## config.mk

```make
export PLATFORM = sky130hd
export DESIGN_NAME = shm_tally
export DESIGN_NICKNAME = d
export VERILOG_FILES = /design/src/rtl/shm_pkg.sv /design/src/rtl/shm_tally.sv
export SDC_FILE = /design/constraint.sdc
export NUM_CORES = 1
export LEC_CHECK = 0
export BUFFER_PORTS_ARGS = -buffer_cell sky130_fd_sc_hd__buf_4
export CORE_UTILIZATION = 50
export CTS_BUF_LIST = sky130_fd_sc_hd__clkbuf_4
export DETAILED_ROUTE_END_ITERATION = 8
export HOLD_SLACK_MARGIN = 0.08
export PLACE_DENSITY = 0.64
export SKIP_CTS_REPAIR_TIMING = 1
export SLEW_MARGIN = 20
export SYNTH_ARGS = -nofsm -noshare
export SYNTH_HDL_FRONTEND = slang
export SYNTH_SLANG_ARGS = --single-unit
```

## constraint.sdc

```tcl
create_clock -name clk_i -period 2.4 [get_ports clk_i]
set_input_delay 0.48 -clock clk_i [delete_from_list [all_inputs] [get_ports clk_i]]
set_output_delay 0.48 -clock clk_i [all_outputs]
set_load 0.03 [all_outputs]
```

## src/rtl/shm_pkg.sv

```systemverilog
// Shared widths, reset values, record codes and control bundles of the sample histogram.
package shm_pkg;

  // Fixed field widths of the ports.
  localparam int SmpW   = 32;
  localparam int BinW   = 6;
  localparam int TallyW = 13;
  localparam int VarW   = 40;
  localparam int DevW   = 32;

  // Default sizes handed to the top level.
  localparam int MaxSamplesDef = 4096;
  localparam int MaxBarsDef    = 63;

  // Reset value of the bin count register.
  localparam logic [BinW-1:0] BinsRst = 6'd32;

  // Set state reset values.
  localparam logic [SmpW-1:0] MinRst = 32'h7FFF_FFFF;
  localparam logic [SmpW-1:0] MaxRst = 32'h8000_0000;

  // Record kinds.
  localparam logic KindBar  = 1'b0;
  localparam logic KindStat = 1'b1;

  // Control of the sample store.
  typedef struct packed {
    logic wr;
    logic rd;
  } store_ctl_t;

  // Control of the bin count memory.
  typedef struct packed {
    logic rd;
    logic wr;
    logic clr;
  } tally_ctl_t;

endpackage

```

## src/rtl/shm_tally.sv

```systemverilog
// Bin count memory with per-entry valid bits so that a cleared entry reads as zero.
module shm_tally #(
  parameter int Bars = shm_pkg::MaxBarsDef,
  parameter int IW   = $clog2(Bars),
  parameter int CW   = 13
) (
  input  logic                clk_i,
  input  logic                rst_ni,
  input  shm_pkg::tally_ctl_t ctl_i,
  input  logic [IW-1:0]       rd_addr_i,
  input  logic [IW-1:0]       wr_addr_i,
  input  logic [CW-1:0]       wr_data_i,
  output logic [CW-1:0]       rd_data_o
);

  logic [CW-1:0]   mem_q [Bars];
  logic [Bars-1:0] vld_q;
  logic [CW-1:0]   rd_q;
  logic            rd_vld_q;

  // Count storage and registered read.
  always_ff @(posedge clk_i) begin
    if (ctl_i.wr) begin
      mem_q[wr_addr_i] <= wr_data_i;
    end
    if (ctl_i.rd) begin
      rd_q <= mem_q[rd_addr_i];
    end
  end

  // Valid bits: set on a write, all dropped when a set closes.
  always_ff @(posedge clk_i or negedge rst_ni) begin
    if (!rst_ni) begin
      vld_q    <= '0;
      rd_vld_q <= 1'b0;
    end else begin
      if (ctl_i.clr) begin
        vld_q <= '0;
      end else if (ctl_i.wr) begin
        vld_q[wr_addr_i] <= 1'b1;
      end
      if (ctl_i.rd) begin
        rd_vld_q <= vld_q[rd_addr_i];
      end
    end
  end

  assign rd_data_o = rd_vld_q ? rd_q : '0;

  // The sequencer never reads and writes the same entry in one cycle.
  a_no_overlap: assert property (@(posedge clk_i) disable iff (!rst_ni)
    (ctl_i.rd && ctl_i.wr) |-> (rd_addr_i != wr_addr_i))
    else $error("tally read and write collide");

  // A write never coincides with the clearing of the valid bits.
  a_no_wr_clr: assert property (@(posedge clk_i) disable iff (!rst_ni)
    ctl_i.clr |-> !ctl_i.wr)
    else $error("tally write during clear");

  // After a clear every entry reads as zero.
  a_clr_empty: assert property (@(posedge clk_i) disable iff (!rst_ni)
    ctl_i.clr |=> (vld_q == '0))
    else $error("valid bits survive a clear");

endmodule

```

==> run metrics <==
status=finished, violations left; failing checks=negative setup slack; Syn Area/Cell=21.1 um2; Max Cap Violations=0; CTS sink count=896; Layout Cells excl Fill=3,168; Final Skew=0.0443 ns; CP Data Required Time=1.92 ns; Worst EP arrival=1.96 ns; Die Width=265 um; IO buf count=42; crit path to=rd_data_o[0]; per-cell routed wire length=27.5 um; area of the mapped netlist=34,700 um2; Starting Density=50.5%; min-delay worst type=input pin to async pin; gp weighted congestion=0.846; hpwl dp=52,200 um; pin count of the biggest net entering global routing=65; Die Area=70,400 um2; final hold vios=0; FFs w/ async S/R, synth=7.14%; commonest non-fill, non-tap cells in the layout=832 x edfxtp_1, 339 x clkbuf_4, 236 x mux4_2; Setup crit end kind=output port; H-tree Lvls=4; fill count=4,971; vias in the first global route=18,800; Remaining DRCs=0; Multi-input gate area=7630 um2; fraction of synthesized area in multiplexers=16.5%; RR Endpoint=rd_q[7]; Initial DRC Count=1,797; gr ovfl total=0; Post-Place Worst Slack=-0.710 ns; Clk Latency, worst-skew pair=1.07 ns; Syn. warnings=0; Slew Limit Fails=0; WHS=0.0923 ns; xor-xnor portion of the synthesized cell area=0%; storage element area=26,600 um2; RSZ-0062 raised after global routing=true; post-synthesis sequential area ratio=76.7%; final wirelength=87,000 um; Worst Tran Pin Value=0.975 ns; drt first pass iters=7; FMAX=410 MHz; reg2reg start=mem_q[8][7]; Post-Synth Adder-Cell Area=0%; area delta synth->final=18.9%; Slew headroom=34.7%; placed cell count=2,729; DR vias=18,500; clock-pin transition on the worst setup and hold timing paths=0.07 ns; CP Launch Point=rd_vld_q; Synth Area in Compound Gates=2.05%; Net Count, Synth=1,672; period utilisation layout=102%; Power Total=0.0320 W; Area after DPL=37,900 um2; ys flop type=edfxtp_1; share of post-route cells with drive strength above 1=38.3%; Nets=2,085; Root Driver=clkbuf_4; main combinational cell family by area after synthesis=multiplexers; Max clock buf depth=3; PwrDens=776 nW/um2; Tot GR Track Use=25.5%; first-pass GRT wire length=126,000 um; Synth cell types=41; Post-synth EDFFs=832; Leakage=14.1 nW; initial antenna violation count=5; CTS tree=built; Setup CP Type=register to output port; register bit total from synthesis=896; row count=96; Reg2Reg Depth=6; cts bufs inserted=220; most common cell after layout, fill and taps aside=edfxtp_1; Synth Area in Simple Gates=3.34%; Worst setup SP type=register; antenna-violating nets left=0; Die Y=265 um; FF-to-FF setup slack=0.13 ns; core footprint=68,600 um2; cell count after synthesis=1,642; # IOs=43; post-route minimum period=2.44 ns; final instance area=41,200 um2; vias per cell=5.84; crit path max fanout=12; PnR worst setup slack=-0.0419 ns; VDD IR max=376 uV; # setup viols final=12
-- Yosys cell counts, drive strengths merged (5+ instances only) --
cell type / count / share of area [%]
and2: 21 / 0.38
a221oi: 6 / 0.15
nand2: 29 / 0.31
mux2i: 38 / 1.1
clkbuf: 42 / 0.45
a21oi: 22 / 0.32
buf: 46 / 0.89
nor2b: 10 / 0.18
mux4: 236 / 15
nand3: 7 / 0.10
a22oi: 36 / 0.78
dfrtp: 64 / 4.6
nor2: 189 / 2.0
nor3: 5 / 0.072
o21ai: 19 / 0.27
edfxtp: 832 / 72
-- state kept, by name (all words and copies together) (netlist names) --
name and flops:
rd_q 13, mem_q 819, vld_q 63, rd_vld_q 1
-- worst min path at each step --
stage | startpoint | endpoint | slack [ns]
final | rst_ni | vld_q[48] | 0.09
after global routing | rst_ni | vld_q[0] | 0.1
after CTS | rst_ni | vld_q[1] | -0.51
after detailed placement | vld_q[37] | vld_q[37] | 0.48
after global placement | vld_q[31] | vld_q[31] | 0.47
after floorplan | rst_ni | rd_vld_q | 0.18
-- where the power goes --
part / internal [W] / total (W) / switching [W]
clock: 0.00683 / 0.0127 / 0.00591
sequential: 0.0172 / 0.0172 / 0.0000468
combinational: 0.000842 / 0.00198 / 0.00114
-- through the flow --
stage                     util, %  setup TNS (ns)
final                        60.1          -0.296
after global placement       55.2           -6.89
after detailed placement     55.2           -6.76
after floorplan                 -               0
after global routing         60.1           -1.40
after CTS                    59.4           -3.86
-- layout make-up --
class | count | area share [%]
diodes | 3 | 0.0182
clock buffers | 339 | 6.18
clock inverters | 62 | 0.877
inverters | 3 | 0.0273
multi-input cells | 655 | 18.5
flip-flops and latches | 896 | 64.5
well taps | 931 | 2.83
repair buffers | 279 | 7.04
-- critical path, cell delays in order, from the launching register on --
cell     delay, ns
dfrtp_2       0.45
buf_12        0.16
and2_1        0.15
buf_6         0.14
-- metal layers --
layer / routed length (um) / global-route usage, %
met2: 41500 / 38.9
met3: 7770 / 6.71
met4: 1770 / 8.30
met1: 35900 / 36.2
met5: 48 / 0
-- kinds of logic (layout without fill, tap and decap cells) --
kind of cell    Yosys count  after routing
compound gates          105            105
buf+inv                  91            683
flops                   896            896
mux                     277            277
other cells               0              3
simple gates            273            273
Power figures use the tool's default switching activity.
