<file path="src/rtl/shm_sqrt.sv">
// Serial integer square root of a 64-bit value, two radicand bits per cycle.
module shm_sqrt (
  input  logic        clk_i,
  input  logic        rst_ni,
  input  logic        start_i,
  input  logic [63:0] val_i,
  output logic        done_o,
  output logic [31:0] root_o,
  output logic [33:0] rem_o
);

  logic        busy_q;
  logic [5:0]  cnt_q;
  logic        done_q;
  logic [63:0] val_q;
  logic [33:0] rem_q;
  logic [31:0] root_q;
  logic [35:0] trial;
  logic [35:0] tq;
  logic        ge;
  logic [35:0] diff;

  // Trial subtraction of 4*root+1 against the next radicand pair.
  assign trial = {rem_q, val_q[63:62]};
  assign tq    = {2'b00, root_q, 2'b01};
  assign ge    = (trial >= tq);
  assign diff  = trial - tq;

  // Control.
  always_ff @(posedge clk_i or negedge rst_ni) begin
    if (!rst_ni) begin
      busy_q <= 1'b0;
      cnt_q  <= '0;
      done_q <= 1'b0;
    end else begin
      done_q <= 1'b0;
      if (start_i) begin
        busy_q <= 1'b1;
        cnt_q  <= 6'd32;
      end else if (busy_q) begin
        cnt_q <= cnt_q - 1'b1;
        if (cnt_q == 6'd1) begin
          busy_q <= 1'b0;
          done_q <= 1'b1;
        end
      end
    end
  end

  // Datapath.
  always_ff @(posedge clk_i) begin
    if (start_i) begin
      val_q  <= val_i;
      rem_q  <= '0;
      root_q <= '0;
    end else if (busy_q) begin
      val_q  <= {val_q[61:0], 2'b00};
      rem_q  <= ge ? diff[33:0] : trial[33:0];
      root_q <= {root_q[30:0], ge};
    end
  end

  assign done_o = done_q;
  assign root_o = root_q;
  assign rem_o  = rem_q;

  a_no_restart: assert property (@(posedge clk_i) disable iff (!rst_ni)
    start_i |-> !busy_q)
    else $error("square root restarted while busy");

  // The remainder of an integer root never exceeds twice the root.
  a_rem_bound: assert property (@(posedge clk_i) disable iff (!rst_ni)
    done_q |-> (rem_q <= {1'b0, root_q, 1'b0}))
    else $error("square root remainder out of range");

  a_done_pulse: assert property (@(posedge clk_i) disable iff (!rst_ni)
    done_q |=> !done_q)
    else $error("square root done held");

endmodule

</file>
<file path="config.mk">
export PLATFORM = sky130hd
export DESIGN_NAME = shm_sqrt
export DESIGN_NICKNAME = d
export VERILOG_FILES = /design/src/rtl/shm_sqrt.sv
export SDC_FILE = /design/constraint.sdc
export NUM_CORES = 1
export LEC_CHECK = 0
export CORE_MARGIN = 2
export CORE_UTILIZATION = 40
export CTS_CLUSTER_DIAMETER = 150
export DETAILED_ROUTE_END_ITERATION = 10
export DONT_BUFFER_PORTS = 1
export GPL_TIMING_DRIVEN = 0
export PLACE_DENSITY_LB_ADDON = 0.3
export SETUP_SLACK_MARGIN = 0.5
export SLEW_MARGIN = 20
export SYNTH_ARGS = -nofsm -noshare
export SYNTH_HDL_FRONTEND = slang
export SYNTH_SLANG_ARGS = --single-unit
export TNS_END_PERCENT = 50
</file>
<file path="constraint.sdc">
create_clock -name clk_i -period 8.8 [get_ports clk_i]
set_input_delay 0.88 -clock clk_i [delete_from_list [all_inputs] [get_ports clk_i]]
set_output_delay 0.88 -clock clk_i [all_outputs]
set_load 0.005 [all_outputs]
</file>
==> summary.md <==
| Metric | Value |
|---|---|
| Outcome | `completed` |
| Die ar. | `0.0198 mm2` |
| Post-Synthesis Cells | `734` |
| Initial Utilization | `41.2%` |
| Fin. max-slew vios | `0` |
| Measured slew at the worst slew-check pin | `0.900 ns` |
| Vias in the first global route | `5294` |
| CTS Buf Count | `17` |
| Die Ht | `141 um` |
| RSZ-0062 raised after global routing | `no` |
| Area of the multi-input gates | `0.00367 mm2` |
| Hold Fails Final Rpt | `0` |
| Yosys warnings | `0` |
| Dpl hpwl | `13.4 mm` |
| Peak VDD IR | `0.188 mV` |
| Sequential Area | `0.00344 mm2` |
| Hold buffer count at CTS | `0` |
| Total GRT Usage | `18.7%` |
| Leading cell type in the layout, fill and taps excluded | `nor2_1` |
| Postcts setup bufs | `0` |
| Syn_nets | `837` |
| Synth cell types | `55` |
| Crit path capture type | `flop` |
| Largest net degree at the start of global routing | `45` |
| # clock sinks | `138` |
| Skew-Pair Late Insertion Delay | `0.44 ns` |
| Detailed Route Iter0 Violations | `348` |
| Total gr overflow | `0` |
| Root Buffer | `clkbuf_16` |
| Synth Area per Inst | `10.2 um2` |
| Post-DR wirelength/cell | `18.4 um` |
| DRT Pass-1 Iters | `6` |
| Worst-path cell chain | `inv_1, ha_1, buf_4, a21oi_1, o21ai_0, a41oi_1, o21ai_0, nor3_1, o31a_1, buf_6, clkbuf_1, a21oi_1, a211oi_1` |
| Routability cong. | `0.927` |
| Comb power frac | `44.3%` |
| Die width | `141 um` |
| Sw Share | `40.4%` |
| Power Dens Cells | `359 mW/mm2` |
| Sequential fraction of the synthesis area | `46.1%` |
| CP Max Fanout | `10` |
| WL final | `18.3 mm` |
| CP Launch Type | `flop` |
| CTS resizes | `0` |
| Setup Viol. Count Final | `0` |
| Crit Path Class | `flop to flop` |
| Register bit total from synthesis | `138` |
| Register share of total power | `30.4%` |
| Clock Skews | `0.0121 ns` |
| Achievable frequency | `281 MHz` |
| Clock Tree Buf Depth | `2` |
| Core region area | `0.0181 mm2` |
| Post-Synthesis Cell Area | `0.00747 mm2` |
| FP Rows | `49` |
| WP data arrival | `3.90 ns` |
| Worst slew margin | `39.9%` |
| Minimum clock period | `3.55 ns` |
| DR vias/cell | `5.52` |
| CP top delay family | `compound AO/OA/AOI/OAI gates` |
| First-pass GRT wire length | `28.7 mm` |
| Fraction of layout cells with a size suffix above 1 | `15.1%` |
| Initial antenna violation count | `2` |
| Maxcap violations | `0` |
| Final Cycle Share | `40.4%` |
| P&R area growth vs syn | `12.4%` |
| Critical path's largest stage delay | `0.46 ns` |
| Setup TNS | `0 ns` |
| WHS | `0.134 ns` |
| Top Ports | `134` |
| Top_reg_cell synth | `dfxtp_1` |
| Vias post-DR | `5508` |
| Internal power | `1800 uW` |
| Slowest-stage cell, CP | `nor3_1` |
| Critical Path RT | `9.15 ns` |
| FFs w/ async S/R, synth | `5.80%` |
| CP bufs+invs | `4` |
| HP Class | `input port to async pin` |
| Final #Nets | `857` |
| Reg clk slew, reported paths | `0.07 ns` |
| H-tree depth | `4` |
| Post-route ant nets | `0` |
| CTS tree | `done` |
| Most frequent cells in the layout | `nor2_1 (84), dfxtp_1 (66), edfxtp_1 (64)` |
| Lkg Pwr | `0.00345 uW` |
| Layout fillers | `1741` |
| IO Port Bufs | `0` |
| Post-synth EDFFs | `64` |
| # DRC | `0` |
| Switch Pwr | `1220 uW` |
| Clock network fraction of design power | `25.3%` |
[metrics by stage]
step / util (%) / total power [uW] / setup slack (ns) / instance area, um2 / std cells
6_report: 46.3 / 3020 / 5.25 / 8400 / 997
5_1_grt: 46.3 / 3230 / 4.97 / 8400 / 996
4_1_cts: 46.3 / 3020 / 5.25 / 8400 / 996
3_5_place_dp: 42.9 / 2240 / 5.32 / 7780 / 964
3_3_place_gp: 42.8 / 2240 / 4.59 / 7760 / 963
2_1_floorplan: - / 1940 / 5.64 / 7470 / 734
[final timing paths]
path | slack, ns | startpoint | end | cells after the start
worst min register to register | 0.52 | rem_o[17] | rem_o[17] | 2
worst max-delay path | 5.25 | root_o[17] | rem_o[10] | 13
worst max register to register | 5.25 | root_o[17] | rem_o[10] | 13
min in group clk_i | 0.52 | rem_o[17] | rem_o[17] | 2
max in group asynchronous | 8.59 | rst_ni | busy_q | 0
worst min-delay path | 0.13 | rst_ni | cnt_q[0] | 0
[power groups by stage]
stage / combinational, uW / clock, uW / sequential (uW)
after detailed placement: 1310 / 0 / 930
after global routing: 1490 / 804 / 933
after global placement: 1310 / 0 / 929
final: 1340 / 764 / 916
after floorplan: 1060 / 0 / 883
after CTS: 1330 / 778 / 918
[state kept, by name, indices dropped and copies added, names as in the netlist]
register	count
root_o	32
val_q	64
cnt_q	6
busy_q	1
rem_o	34
done_o	1
[final cells by class]
cell class                      count  share of cell area [%]
Antenna cell                        1                  0.0298
Buffer                             40                    2.32
Clock buffer                       17                    5.06
Clock inverter                     15                    2.29
Inverter                           45                    2.04
Multi-Input combinational cell    511                    43.6
Sequential cell                   138                    41.0
Tap cell                          229                    3.41
Timing Repair Buffer                1                   0.238
[per-layer routing]
| metal | GRT usage, % | up-vias | wire [um] |
|---|---|---|---|
| met1 | 23.7 | 2640 | 8280 |
| met4 | 6.21 | 0 | 245 |
| met5 | 0 | - | 0 |
| li1 | - | 2688 | - |
| met2 | 28.5 | 163 | 8140 |
| met3 | 8.42 | 17 | 1670 |
[synth_stat cells (19+ instances only)]
library cell | number | area share [%]
nor2_1 | 84 | 4.2
dfxtp_1 | 66 | 18
edfxtp_1 | 64 | 26
mux2_2 | 62 | 9.3
a21oi_1 | 47 | 3.1
inv_1 | 45 | 2.3
nand2_1 | 44 | 2.2
o21ai_0 | 40 | 2.7
mux2i_1 | 37 | 5.0
ha_1 | 36 | 6.0
xor2_1 | 21 | 2.5
clkbuf_1 | 19 | 0.95
[kinds of logic (layout without fill, tap and decap cells)]
| group | after synthesis | count (layout) | synth area share, % |
|---|---|---|---|
| other | 0 | 1 | 0 |
| AO/OA/AOI/OAI | 162 | 162 | 13.6 |
| flip-flops | 138 | 138 | 46.1 |
| buffers and inverters | 85 | 118 | 4.87 |
| XOR/XNOR | 34 | 34 | 3.98 |
| AND/OR/NAND/NOR | 180 | 180 | 11.2 |
| adder cells (fa/ha/maj) | 36 | 36 | 6.03 |
| multiplexers | 99 | 99 | 14.3 |
[worst reg2reg max path: cells and delay by family (launching register included)]
kind / cells / cell delay (ns)
compound gates: 7 / 1.56
buf+inv: 4 / 0.78
simple gates: 1 / 0.46
flops: 1 / 0.40
fa+ha+maj: 1 / 0.29
Note: power is estimated with default switching activity, not from simulation.
