`config.mk`:
```
export PLATFORM = sky130hd
export DESIGN_NAME = shm_div
export DESIGN_NICKNAME = d
export VERILOG_FILES = /design/src/rtl/shm_div.sv
export SDC_FILE = /design/constraint.sdc
export NUM_CORES = 1
export LEC_CHECK = 0
export ABC_AREA = 1
export BUFFER_PORTS_ARGS = -buffer_cell sky130_fd_sc_hd__buf_2
export CORE_MARGIN = 2
export CORE_UTILIZATION = 61
export CTS_BUF_LIST = sky130_fd_sc_hd__clkbuf_4 sky130_fd_sc_hd__clkbuf_8
export CTS_CLUSTER_SIZE = 10
export DETAILED_ROUTE_END_ITERATION = 10
export PLACE_DENSITY = 0.88
export RECOVER_POWER = 50
export SLEW_MARGIN = 30
export SYNTH_ARGS = -nofsm -noshare
export SYNTH_HDL_FRONTEND = slang
export SYNTH_SLANG_ARGS = --single-unit
export TNS_END_PERCENT = 30
```
`constraint.sdc`:
```
create_clock -name clk_i -period 13.1 [get_ports clk_i]
set_input_delay 2.62 -clock clk_i [delete_from_list [all_inputs] [get_ports clk_i]]
set_output_delay 2.62 -clock clk_i [all_outputs]
set_load 0.02 [all_outputs]
```
`src/rtl/shm_div.sv`:
```
// Serial restoring divider: one quotient bit per cycle from a preloaded partial remainder.
module shm_div #(
  parameter int DW = 77,
  parameter int RW = 33,
  parameter int SW = $clog2(DW + 1)
) (
  input  logic          clk_i,
  input  logic          rst_ni,
  input  logic          start_i,
  input  logic [DW-1:0] num_i,
  input  logic [RW-1:0] rem_i,
  input  logic [RW-1:0] den_i,
  input  logic [SW-1:0] steps_i,
  output logic          done_o,
  output logic [DW-1:0] quot_o,
  output logic [RW-1:0] rem_o
);

  logic          busy_q;
  logic [SW-1:0] cnt_q;
  logic          done_q;
  logic [DW-1:0] num_q;
  logic [DW-1:0] quot_q;
  logic [RW-1:0] rem_q;
  logic [RW-1:0] den_q;
  logic [RW:0]   trial;
  logic          ge;
  logic [RW:0]   diff;

  // One trial subtraction per cycle.
  assign trial = {rem_q, num_q[DW-1]};
  assign ge    = (trial >= {1'b0, den_q});
  assign diff  = trial - {1'b0, den_q};

  // Control.
  always_ff @(posedge clk_i or negedge rst_ni) begin
    if (!rst_ni) begin
      busy_q <= 1'b0;
      cnt_q  <= '0;
      done_q <= 1'b0;
    end else begin
      done_q <= 1'b0;
      if (start_i) begin
        busy_q <= 1'b1;
        cnt_q  <= steps_i;
      end else if (busy_q) begin
        cnt_q <= cnt_q - 1'b1;
        if (cnt_q == SW'(1)) begin
          busy_q <= 1'b0;
          done_q <= 1'b1;
        end
      end
    end
  end

  // Datapath.
  always_ff @(posedge clk_i) begin
    if (start_i) begin
      num_q  <= num_i;
      rem_q  <= rem_i;
      den_q  <= den_i;
      quot_q <= '0;
    end else if (busy_q) begin
      num_q  <= {num_q[DW-2:0], 1'b0};
      rem_q  <= ge ? diff[RW-1:0] : trial[RW-1:0];
      quot_q <= {quot_q[DW-2:0], ge};
    end
  end

  assign done_o = done_q;
  assign quot_o = quot_q;
  assign rem_o  = rem_q;

  a_no_restart: assert property (@(posedge clk_i) disable iff (!rst_ni)
    start_i |-> !busy_q)
    else $error("divider restarted while busy");

  a_den_nonzero: assert property (@(posedge clk_i) disable iff (!rst_ni)
    start_i |-> (den_i != '0))
    else $error("divide by zero");

  a_rem_bound: assert property (@(posedge clk_i) disable iff (!rst_ni)
    done_q |-> (rem_q < den_q))
    else $error("partial remainder out of range");

endmodule

```
==> results of run 1 <==
## sequential cells by signal, summed over array words and instances (netlist names)
name,count
rem_o,33
done_o,1
busy_q,1
num_q,77
quot_o,77
cnt_q,7
den_q,33
## placed cells by master (no fill, tap or decap), types with 2 or more instances in the layout
master | Yosys | routed
nand2_1 | 582 | 582
inv_1 | 239 | 239
buf_2 | 6 | 150
edfxtp_1 | 143 | 143
clkbuf_1 | 36 | 114
dfxtp_1 | 77 | 77
o22ai_1 | 75 | 75
nand3_1 | 69 | 69
nor2_1 | 45 | 45
clkbuf_8 | 0 | 40
ha_1 | 35 | 35
nand3b_1 | 28 | 28
a21oi_1 | 19 | 19
clkbuf_4 | 0 | 18
xnor2_1 | 15 | 15
nand2_2 | 14 | 14
inv_2 | 15 | 13
nand4_1 | 9 | 9
dfrtp_1 | 9 | 9
diode_2 | 0 | 8
clkinv_1 | 5 | 8
nand3_2 | 7 | 7
o21bai_1 | 6 | 6
and2_1 | 6 | 6
nor3_1 | 5 | 5
o21ai_0 | 5 | 5
nor2_2 | 3 | 3
nor2_4 | 3 | 3
xor2_1 | 3 | 3
o211ai_1 | 3 | 3
nor3_2 | 2 | 2
clkinvlp_2 | 0 | 2
o221ai_1 | 2 | 2
a22oi_1 | 2 | 2
clkinv_2 | 0 | 2
buf_4 | 1 | 2
## per-layer routing
layer / track usage / vias up / wire length, um
met5: 0 / - / 56
met4: 0.133 / 8 / 1210
met3: 0.0796 / 90 / 2180
met2: 0.501 / 354 / 15000
met1: 0.348 / 4800 / 12200
li1: - / 5221 / -
## power by group
| part | total [mW] | switching, mW | internal (mW) | leakage [nW] |
|---|---|---|---|---|
| combinational | 1.07 | 0.706 | 0.363 | 4.13 |
| clock | 0.630 | 0.277 | 0.354 | 0.404 |
| sequential | 0.941 | 0.0598 | 0.881 | 2.25 |
## critical path, delay by kind of cell
kind	cells	cell delay [ns]
AND/OR/NAND/NOR	1	0.70
buffers and inverters	3	4.90
## kinds of logic (layout without fill, tap and decap cells)
logic type	Yosys count	in the layout	share of synthesized area
flops	229	229	0.510
xor+xnor	18	18	0.0133
simple gates	777	777	0.279
other cells	0	8	0
buf+inv	309	592	0.101
compound gates	112	112	0.0580
fa+ha+maj	36	36	0.0385
## stage by stage
stage / utilization / hold WS [ns] / instances / setup WS (ns) / power (mW)
final: 0.725 / 0.484 / 2037 / 4.90 / 2.64
after global placement: 0.692 / 0.468 / 1963 / 7.79 / 2.00
after detailed placement: 0.692 / 0.476 / 1963 / 7.99 / 2.02
after global routing: 0.725 / 0.502 / 2033 / 4.27 / 2.82
after floorplan: - / 0.473 / 1481 / 6.58 / 1.75
after CTS: 0.732 / 0.482 / 2029 / 8.53 / 2.65
## cell usage after synthesis (2+ instances only)
master	count
a21oi_1	19
a22oi_1	2
and2_1	6
buf_1	3
buf_2	6
buf_6	4
clkbuf_1	36
clkinv_1	5
dfrtp_1	9
dfxtp_1	77
edfxtp_1	143
ha_1	35
inv_1	239
inv_2	15
nand2_1	582
nand2_2	14
nand3_1	69
nand3_2	7
nand3b_1	28
nand4_1	9
nor2_1	45
nor2_2	3
nor2_4	3
nor3_1	5
nor3_2	2
o211ai_1	3
o21ai_0	5
o21bai_1	6
o221ai_1	2
o22ai_1	75
xnor2_1	15
xor2_1	3
## area by class of cell
| type | instances | share of cell area |
|---|---|---|
| Inverter | 259 | 0.0698 |
| Sequential cell | 229 | 0.434 |
| Timing Repair Buffer | 267 | 0.0862 |
| Clock buffer | 58 | 0.0491 |
| Clock inverter | 8 | 0.00537 |
| Tap cell | 265 | 0.0237 |
| Antenna cell | 8 | 0.00143 |
| Multi-Input combinational cell | 943 | 0.331 |
## path summary, 6_finish.rpt
path	from	to	slack, ns	depth (start not counted)
setup / recovery	start_i	rem_o[29]	4.90	4
hold / removal	quot_o[18]	quot_o[19]	0.48	2
setup reg to reg	busy_q	rem_o[29]	7.75	3
hold reg to reg	quot_o[18]	quot_o[19]	0.48	2
max in group asynchronous	rst_ni	cnt_q[6]	10.71	1
min in group asynchronous	rst_ni	cnt_q[3]	2.04	1
==> metrics.md, run 1 <==
| Metric | Value |
|---|---|
| Largest net degree at the start of global routing | 110 |
| Setup Skew | approximately 0.031 ns |
| Final slew viol count | between 200 and 300 |
| Clock transition at path regs | ~0.070 ns |
| Synthesized flop and latch total | 229 |
| GRT Residual Overflow | 0 |
| Multi-input logic area | 4620 sq um |
| Share of cells above drive strength 1 | 0.149 |
| Die ar. | between 20000 and 25000 sq um |
| Data required, critical path | between 10 and 15 ns |
| Final setup violation count | 0 |
| Starting Density | 0.617 |
| Hold Fails Final Rpt | 0 |
| Slew HR | -1.96 |
| Clk_lat worst skew | 0.53 ns |
| CP Launch Type | primary input |
| Clock Sinks | 229 |
| Detailed-route DRC error count | 0 |
| Worst EP arrival | 8.35 ns |
| Critical Path End Type | register |
| Die height | between 100 and 150 um |
| Slowest stage delay, CP | ~2.8 ns |
| Total CTS buffers | 37 |
| Least-Margin Pin Slew | between 4 and 5 ns |
| Worst min-delay path class | reg -> reg |
| Worst vdd ir | roughly 0.1 mV |
| Fin Setup TNS | 0 ns |
| Area Growth Syn to Fin | 17.6% |
| Initial DRC count | 684 |
| TritonRoute pass-1 iters | 5 |
| Synth Warn # | 0 |
| Number of synthesized flops with an enable pin | roughly 140 |
| Cell Area, Synth | about 12000 sq um |
| Post-detailed-placement half-perimeter wirelength | 22.3 mm |
| RSZ-0062 raised after global routing | false |
| Drt via density | between 5 and 6 |
| Top post-synthesis cells by area | edfxtp_1 (36%), nand2_1 (18%), dfxtp_1 (13%) |
| Syn nets | roughly 1700 |
| Nets@finish | roughly 1900 |
| Die W | ~140 um |
| Power Density | roughly 190 nW/um^2 |
| Depth of the CTS H-tree | 2 |
| Failing checks | capacitance limit, slew limit |
| WL/cell | ~15 um |
| First-pass GRT wire length | approximately 48 mm |
| PortBufs | ~260 |
| Fin crit period | 8.20 ns |
| Filler cells | between 1500 and 2000 |
| Sequential share of the synthesized area | 0.510 |
| Synth area leader | edfxtp_1 |
| CTS tree | built |
| ANT nets after route | 0 |
| Sequential standard cell area | 6060 sq um |
| Leakage | ~6.8 nW |
| Yosys top cell area share | 0.361 |
| Status | finished, violations left |
| Clock Path Buffers | 3 |
| Post-cts resize count | 0 |
| Worst-path maximum fanout | about 100 |
| Total number of vias | 10473 |
| Clk root buf | clkbuf_8 |
| Num rows | 51 |
| Initial antenna violation count | 10 |
| # IOs | about 260 |
| Fraction of registers with async set/reset | 0.0393 |
| Synth unique cells | 38 |
| Hold_buf cts | 0 |
| Syn_area_per_cell | 8.02 sq um |
| Top_reg_cell synth | edfxtp_1 |
| GRT Overall Usage | 0.294 |
| MaxCap Viol Count | 3 |
| Vias in the first global route | between 10000 and 15000 |
| Core footprint | 19300 sq um |
| Crit Path Category | in -> reg |
| Tcrit/Tclk final | 0.626 |
| Mapped Cells | 1481 |
| CP max stage cell | clkinvlp_2 |
| Post-CTS Setup Inserts | 0 |
| Max Clk Rate | 122 MHz |
| Design area | approximately 14000 sq um |
| Dpl cell area | around 13000 sq um |
| Final wirelength | 30.7 mm |
| GPL Wtd Cong | 0.937 |
| CP Cell Sequence | clkbuf_1 > nor2_1 > clkinvlp_2 > buf_6 |
(Power assumes the default switching activity.)
==> run 2, diff against run 1 <==
CORE_UTILIZATION = 57   (was 61)
PLACE_DENSITY = 0.83   (was 0.88)
clock period = 7.9 ns   (was 13.1 ns; I/O delays follow)
==> run 2 against run 1 <==
Compared with the run above:
- the run now ends clean
- clock skew fell by 0.0022 ns
- power rose by 68%
- non-clock buffer count did not move
- cell count rose by 0.20%
- sequential share of layout area fell by 0.25 points
- core utilization fell by 3.5 points
- final area rose by 0.57%
- critical endpoint is now rem_o[28]
- critical path depth rose by 4
- critical path type unchanged
- setup slack got worse by 0.61 ns
- clock power rose by 76%
- global-route usage fell by 2.1 points
- register-to-register slack got worse by 2.7 ns
==> metrics.md, run 2 (synthesized netlist as in run 1, its figures left out) <==
| Metric | Value |
|---|---|
| Data required, critical path | 8.19 ns (-5.06 ns) |
| Sequential standard cell area | 6060 sq um (unchanged) |
| # IOs | 264 (unchanged) |
| Starting Density | 0.583 (-0.0331) |
| Commonest cells after routing, fill and taps aside | nand2_1 (582), inv_1 (239), buf_2 (149) |
| Worst vdd ir | 0.169 mV (+74%) |
| Crit Path Category | in -> reg |
| CP max stage cell | buf_6 |
| Tcrit/Tclk final | 0.458 |
| Initial DRC count | 633 (-7.5%) |
| Total number of vias | 10404 (-0.66%) |
| Hold depth | 2 (unchanged) |
| Status | finished, final reports clean |
| Total CTS buffers | 38 (+2.7%) |
| Post-detailed-placement half-perimeter wirelength | 21.6 mm (-3.3%) |
| Commonest non-fill, non-tap cell in the layout | nand2_1 |
| Hold_buf cts | 0 (unchanged) |
| Fin Setup TNS | 0 ns (unchanged) |
| RSZ-0062 raised after global routing | false |
| Initial antenna violation count | 7 (-3) |
| CP Cell Sequence | buf_4 > buf_6 > clkinvlp_2 > buf_6 > nand2_1 > clkinv_1 > nand2_1 > nand2_1 |
| Least-Margin Pin Slew | 0.809 ns (-3.64 ns) |
| Worst setup slack after layout | 4.28 ns (-0.611 ns) |
| Power Density | 316 nW/um^2 (+68%) |
| MaxCap Viol Count | 0 (-3) |
| Clk root buf | clkbuf_8 |
| Die height | 148 um (+3.4%) |
| Worst EP arrival | 3.91 ns (-4.44 ns) |
| TritonRoute pass-1 iters | 5 (unchanged) |
| Largest net degree at the start of global routing | 109 (-0.91%) |
| Fin crit period | 3.62 ns |
| Detailed-route DRC error count | 0 (unchanged) |
| Die ar. | 22000 sq um (+6.8%) |
| Clock Sinks | 229 (unchanged) |
| Critical Path End Type | register |
| Depth of the CTS H-tree | 2 (unchanged) |
| GRT Residual Overflow | 0 (unchanged) |
| Place WS | 3.53 ns (-4.46 ns) |
| GRT Overall Usage | 0.273 (-0.0212) |
| Clock Path Buffers | 3 (unchanged) |
| Die W | 148 um (+3.4%) |
| WL/cell | 14.9 um (-0.76%) |
| Crit path top cell by count | nand2_1 |
| Share of cells above drive strength 1 | 0.153 (+0.00362) |
| Final wirelength | 30.5 mm (-0.56%) |
| Design area | 14100 sq um (+0.57%) |
| Slowest stage delay, CP | 0.65 ns (-2.18 ns) |
| Dpl cell area | 13400 sq um (about the same) |
| Final setup violation count | 0 (unchanged) |
| Depth of the most critical reg-to-reg path | 10 (+7) |
| Post-CTS Setup Inserts | 0 (unchanged) |
| Nets@finish | 1927 (+0.052%) |
| Slew HR | 0.460 (+2.42) |
| Max Clk Rate | 277 MHz |
| Multi-input logic area | 4620 sq um (unchanged) |
| First-pass GRT wire length | 48.4 mm (+1.4%) |
| Clock transition at path regs | 0.06 ns (about the same) |
| Hold Fails Final Rpt | 0 (unchanged) |
| ANT nets after route | 0 (unchanged) |
| Worst-path maximum fanout | 108 (+5.9%) |
| Setup Skew | 0.0291 ns (-0.00224 ns) |
| Drt via density | 5.10 (-0.85%) |
| Worst min-delay path class | reg -> reg |
| Final slew viol count | 0 (-100%) |
| CP Launch Type | primary input |
| Num rows | 52 (+2.0%) |
| Clk_lat worst skew | 0.56 ns (+0.03 ns) |
| Vias in the first global route | 10184 (unchanged) |
| GPL Wtd Cong | 0.923 (-1.5%) |
| Area Growth Syn to Fin | 18.3% |
| Post-cts resize count | 0 (unchanged) |
| Leakage | 6.84 nW (+0.75%) |
| CTS tree | built |
| PortBufs | 263 (unchanged) |
| Filler cells | 1721 (+11%) |
| Core footprint | 20400 sq um (+5.7%) |
==> run 2: cell types whose count changed in the layout (fill, tap and decap cells not counted), moves of 2 or more <==
cell,change
diode_2,-5
clkbuf_8,+7
buf_6,+2
clkbuf_4,-2
clkinv_1,-2
==> run 2: path summary, 6_finish.rpt <==
kind	from	to	slack, ns
hold / removal	quot_o[67]	quot_o[68]	0.48
min in group asynchronous	rst_ni	cnt_q[3]	0.98
max in group asynchronous	rst_ni	cnt_q[6]	6.58
setup / recovery	start_i	rem_o[28]	4.28
hold reg to reg	quot_o[67]	quot_o[68]	0.48
setup reg to reg	rem_o[17]	rem_o[25]	5.06
==> run 2: per-stage QoR <==
stage               instances  hold WS, ns   util  total power [mW]
floorplan                1481        0.473      -              2.90
global placement         1968        0.468  0.655              3.32
detailed placement       1968        0.473  0.656              3.36
CTS                      2038        0.477  0.696              4.48
global route             2039        0.509  0.690              4.75
finish                   2041        0.483  0.690              4.45
==> run 2: critical path, delay by kind of cell <==
kind	cells	cell delay (ns)
buf+inv	5	1.91
simple gates	3	0.29
==> run 2: where the power goes <==
part	internal [mW]	switching, mW	leakage [nW]
registers	1.46	0.0972	2.25
logic	0.600	1.18	4.14
clock network	0.623	0.491	0.445
==> run 2: area by class of cell <==
| cell class | instances | share of cell area |
|---|---|---|
| well taps | 270 | 0.0240 |
| repair buffers | 267 | 0.0867 |
| multi-input cells | 943 | 0.329 |
| inverters | 259 | 0.0696 |
| clock inverters | 7 | 0.00445 |
| diodes | 3 | 0.000534 |
| flip-flops and latches | 229 | 0.431 |
| clock buffers | 63 | 0.0546 |
==> run 2: routing by layer <==
| metal | routed length, um | global-route usage | vias up | part of all wire |
|---|---|---|---|---|
| li1 | - | - | 5223 | - |
| met1 | 12500 | 0.338 | 4775 | 0.41 |
| met2 | 14800 | 0.462 | 326 | 0.49 |
| met3 | 2230 | 0.0699 | 72 | 0.073 |
| met4 | 934 | 0.102 | 8 | 0.031 |
| met5 | 52 | 0 | - | 0.0017 |
==> run 3, diff against run 2 <==
clock period = 3.6 ns   (was 7.9 ns; I/O delays follow)
==> run 3 against run 2 <==
Compared with the run above:
- the run now ends with capacitance limit, slew limit left
- via count grew 0.13%
- first-iteration DRC count shrank 12%
- combinational power grew 120%
- global-route usage grew 0.23 points
- routed wire length grew 0.28%
- critical path depth shrank 2
- register-to-register slack lost 4.2 ns
- sequential cell count is the same
- hold slack lost 0.15 ns
==> metrics.md, run 3 (synthesized netlist as in run 1, its figures left out) <==
| Metric | Value |
|---|---|
| Fin Setup TNS | 0 ns (unchanged) |
| First-pass GRT wire length | 48.3 mm (-0.20%) |
| Depth of the CTS H-tree | 2 (unchanged) |
| Crit path buf inv count | 4 (-1) |
| Initial DRC count | 557 (-12%) |
| TritonRoute pass-1 iters | 5 (unchanged) |
| Commonest cells after routing, fill and taps aside | nand2_1 (582), inv_1 (239), buf_2 (208) |
| Failing checks | capacitance limit, slew limit |
| CTS tree | built |
| Largest net degree at the start of global routing | 80 (-27%) |
| GRT Residual Overflow | 0 (unchanged) |
| Data required, critical path | 4.00 ns (-4.19 ns) |
| Commonest non-fill, non-tap cell in the layout | nand2_1 |
| CP max stage cell | clkbuf_1 |
| Final wirelength | 30.6 mm (+0.28%) |
| Starting Density | 0.583 (unchanged) |
| Hold_buf cts | 1 (+1) |
| Drt via density | 5.09 (about the same) |
| ANT nets after route | 0 (unchanged) |
| Slew HR | -0.563 (-1.02) |
| Clock Path Buffers | 3 (unchanged) |
| Slowest stage delay, CP | 1.67 ns (+1.02 ns) |
| Vias in the first global route | 9891 (-2.9%) |
| # IOs | 264 (unchanged) |
| Setup Skew | 0.0201 ns (-0.00905 ns) |
| Status | finished, violations left |
| Die ar. | 22000 sq um (unchanged) |
| Detailed-route DRC error count | 0 (unchanged) |
| WL/cell | 14.9 um (about the same) |
| Nets@finish | 1933 (+0.31%) |
| PortBufs | 263 (unchanged) |
| Met2 layer usage reported by global route | 0.463 (+0.000694) |
| RSZ-0062 raised after global routing | false |
| Tcrit/Tclk final | 0.821 |
| Least-Margin Pin Slew | 2.34 ns (+1.54 ns) |
| Hold Fails Final Rpt | 0 (unchanged) |
| Worst min-delay path class | in -> reg |
| Post-cts resize count | 0 (unchanged) |
| Final setup violation count | 0 (unchanged) |
| Filler cells | 1704 (-0.99%) |
| CP Cell Sequence | clkbuf_1 > clkinvlp_2 > clkbuf_1 > nand4_1 > inv_1 > nor2_1 |
| Final slew viol count | 55 (+55) |
| Routing usage on met1 | 0.343 (+0.00537) |
| Total power | 9.68 mW (+120%) |
| Share of cells above drive strength 1 | 0.186 (+0.0331) |
| Crit Path Category | in -> reg |
| Fin crit period | just under 3 ns |
| Num rows | 52 (unchanged) |
| Area Growth Syn to Fin | 18.8% |
| Die height | 148 um (unchanged) |
| Crit path top cell by count | clkbuf_1 |
| Die W | 148 um (unchanged) |
| Grt peak-use layer | met2 |
| MaxCap Viol Count | 1 (+1) |
| GR Util met3 | 0.0696 (-0.000307) |
| Critical Path End Type | register |
| CP Launch Type | primary input |
| Initial antenna violation count | 6 (-1) |
| Post-detailed-placement half-perimeter wirelength | 22.5 mm (+4.4%) |
| Clock transition at path regs | 0.06 ns (about the same) |
| Total number of vias | 10418 (+0.13%) |
| Core footprint | 20400 sq um (unchanged) |
| Post-CTS Setup Inserts | 0 (unchanged) |
| Total CTS buffers | 38 (unchanged) |
| Max Clk Rate | ~340 MHz |
| Worst-path maximum fanout | 54 (-50%) |
| Worst EP arrival | 3.36 ns (-0.55 ns) |
| Clk_lat worst skew | 0.56 ns (about the same) |
| Worst vdd ir | 0.350 mV (+110%) |
| Top delay family on crit path | buffers and inverters |
| Power Density | 685 nW/um^2 (+120%) |
| Clk root buf | clkbuf_8 |
| Clock Sinks | 229 (unchanged) |
| GPL Wtd Cong | 0.971 (+5.2%) |
| GRT Overall Usage | 0.275 (+0.00234) |
| Leakage | 7.04 nW (+2.9%) |
==> run 3: changes by cell type in the layout (fill, tap and decap cells not counted), sizes merged <==
cell         previous run  this run
buf                   154       213
clkbuf                176       118
clkinvlp                1         2
diode                   3         4
dlygate4sd3             0         1
==> run 3: worst paths after layout <==
kind	end	startpoint	cells after the start	slack (ns)
worst max register to register	rem_o[0]	rem_o[19]	14	0.84
max in group asynchronous	cnt_q[3]	rst_ni	2	2.58
min in group asynchronous	cnt_q[5]	rst_ni	2	0.67
worst min register to register	quot_o[76]	quot_o[76]	2	0.47
worst max-delay path	busy_q	start_i	6	0.64
worst min-delay path	den_q[13]	den_i[13]	1	0.34
==> run 3: layout make-up <==
type,count,area [sq um],area share
flip-flops and latches,229,6060,0.429
repair buffers,273,1340,0.0948
inverters,259,978,0.0693
diodes,4,10.0,0.000709
multi-input cells,943,4620,0.327
clock buffers,59,699,0.0495
clock inverters,8,70.1,0.00496
well taps,270,338,0.0239
==> run 3: worst reg2reg max path, stage by stage, from the launching register on <==
cell	delay, ns
edfxtp_1	0.41
ha_1	0.41
nand2_2	0.14
inv_2	0.03
nand2_1	0.07
nand2_1	0.08
nand2_1	0.06
nand2_1	0.06
nand2_1	0.08
nand2_2	0.08
nor2_8	0.50
nand2_8	0.29
nand2_1	0.14
nand3_1	0.08
nand2_1	0.17
==> run 3: per-stage QoR <==
| stage | worst slack [ns] | instances | util | cell area [sq um] | hold slack, ns |
|---|---|---|---|---|---|
| 2_1_floorplan | 0.717 | 1481 | - | 11900 | 0.424 |
| 3_3_place_gp | 1.01 | 1973 | 0.659 | 13400 | 0.441 |
| 3_5_place_dp | 0.957 | 1973 | 0.659 | 13400 | 0.453 |
| 4_1_cts | 0.933 | 2041 | 0.697 | 14200 | 0.314 |
| 5_1_grt | 0.383 | 2041 | 0.693 | 14100 | 0.314 |
| 6_report | 0.643 | 2045 | 0.693 | 14100 | 0.336 |
==> run 3: routing by layer <==
| metal | routed length (um) | vias up |
|---|---|---|
| li1 | - | 5223 |
| met1 | 12400 | 4736 |
| met2 | 14700 | 377 |
| met3 | 2330 | 76 |
| met4 | 1060 | 6 |
| met5 | 38 | - |
==> run 3: power breakdown <==
group	total, mW	switching, mW	internal [mW]	leakage, nW
logic	3.95	2.58	1.37	4.37
registers	3.40	0.195	3.20	2.25
clock network	2.32	1.07	1.26	0.411
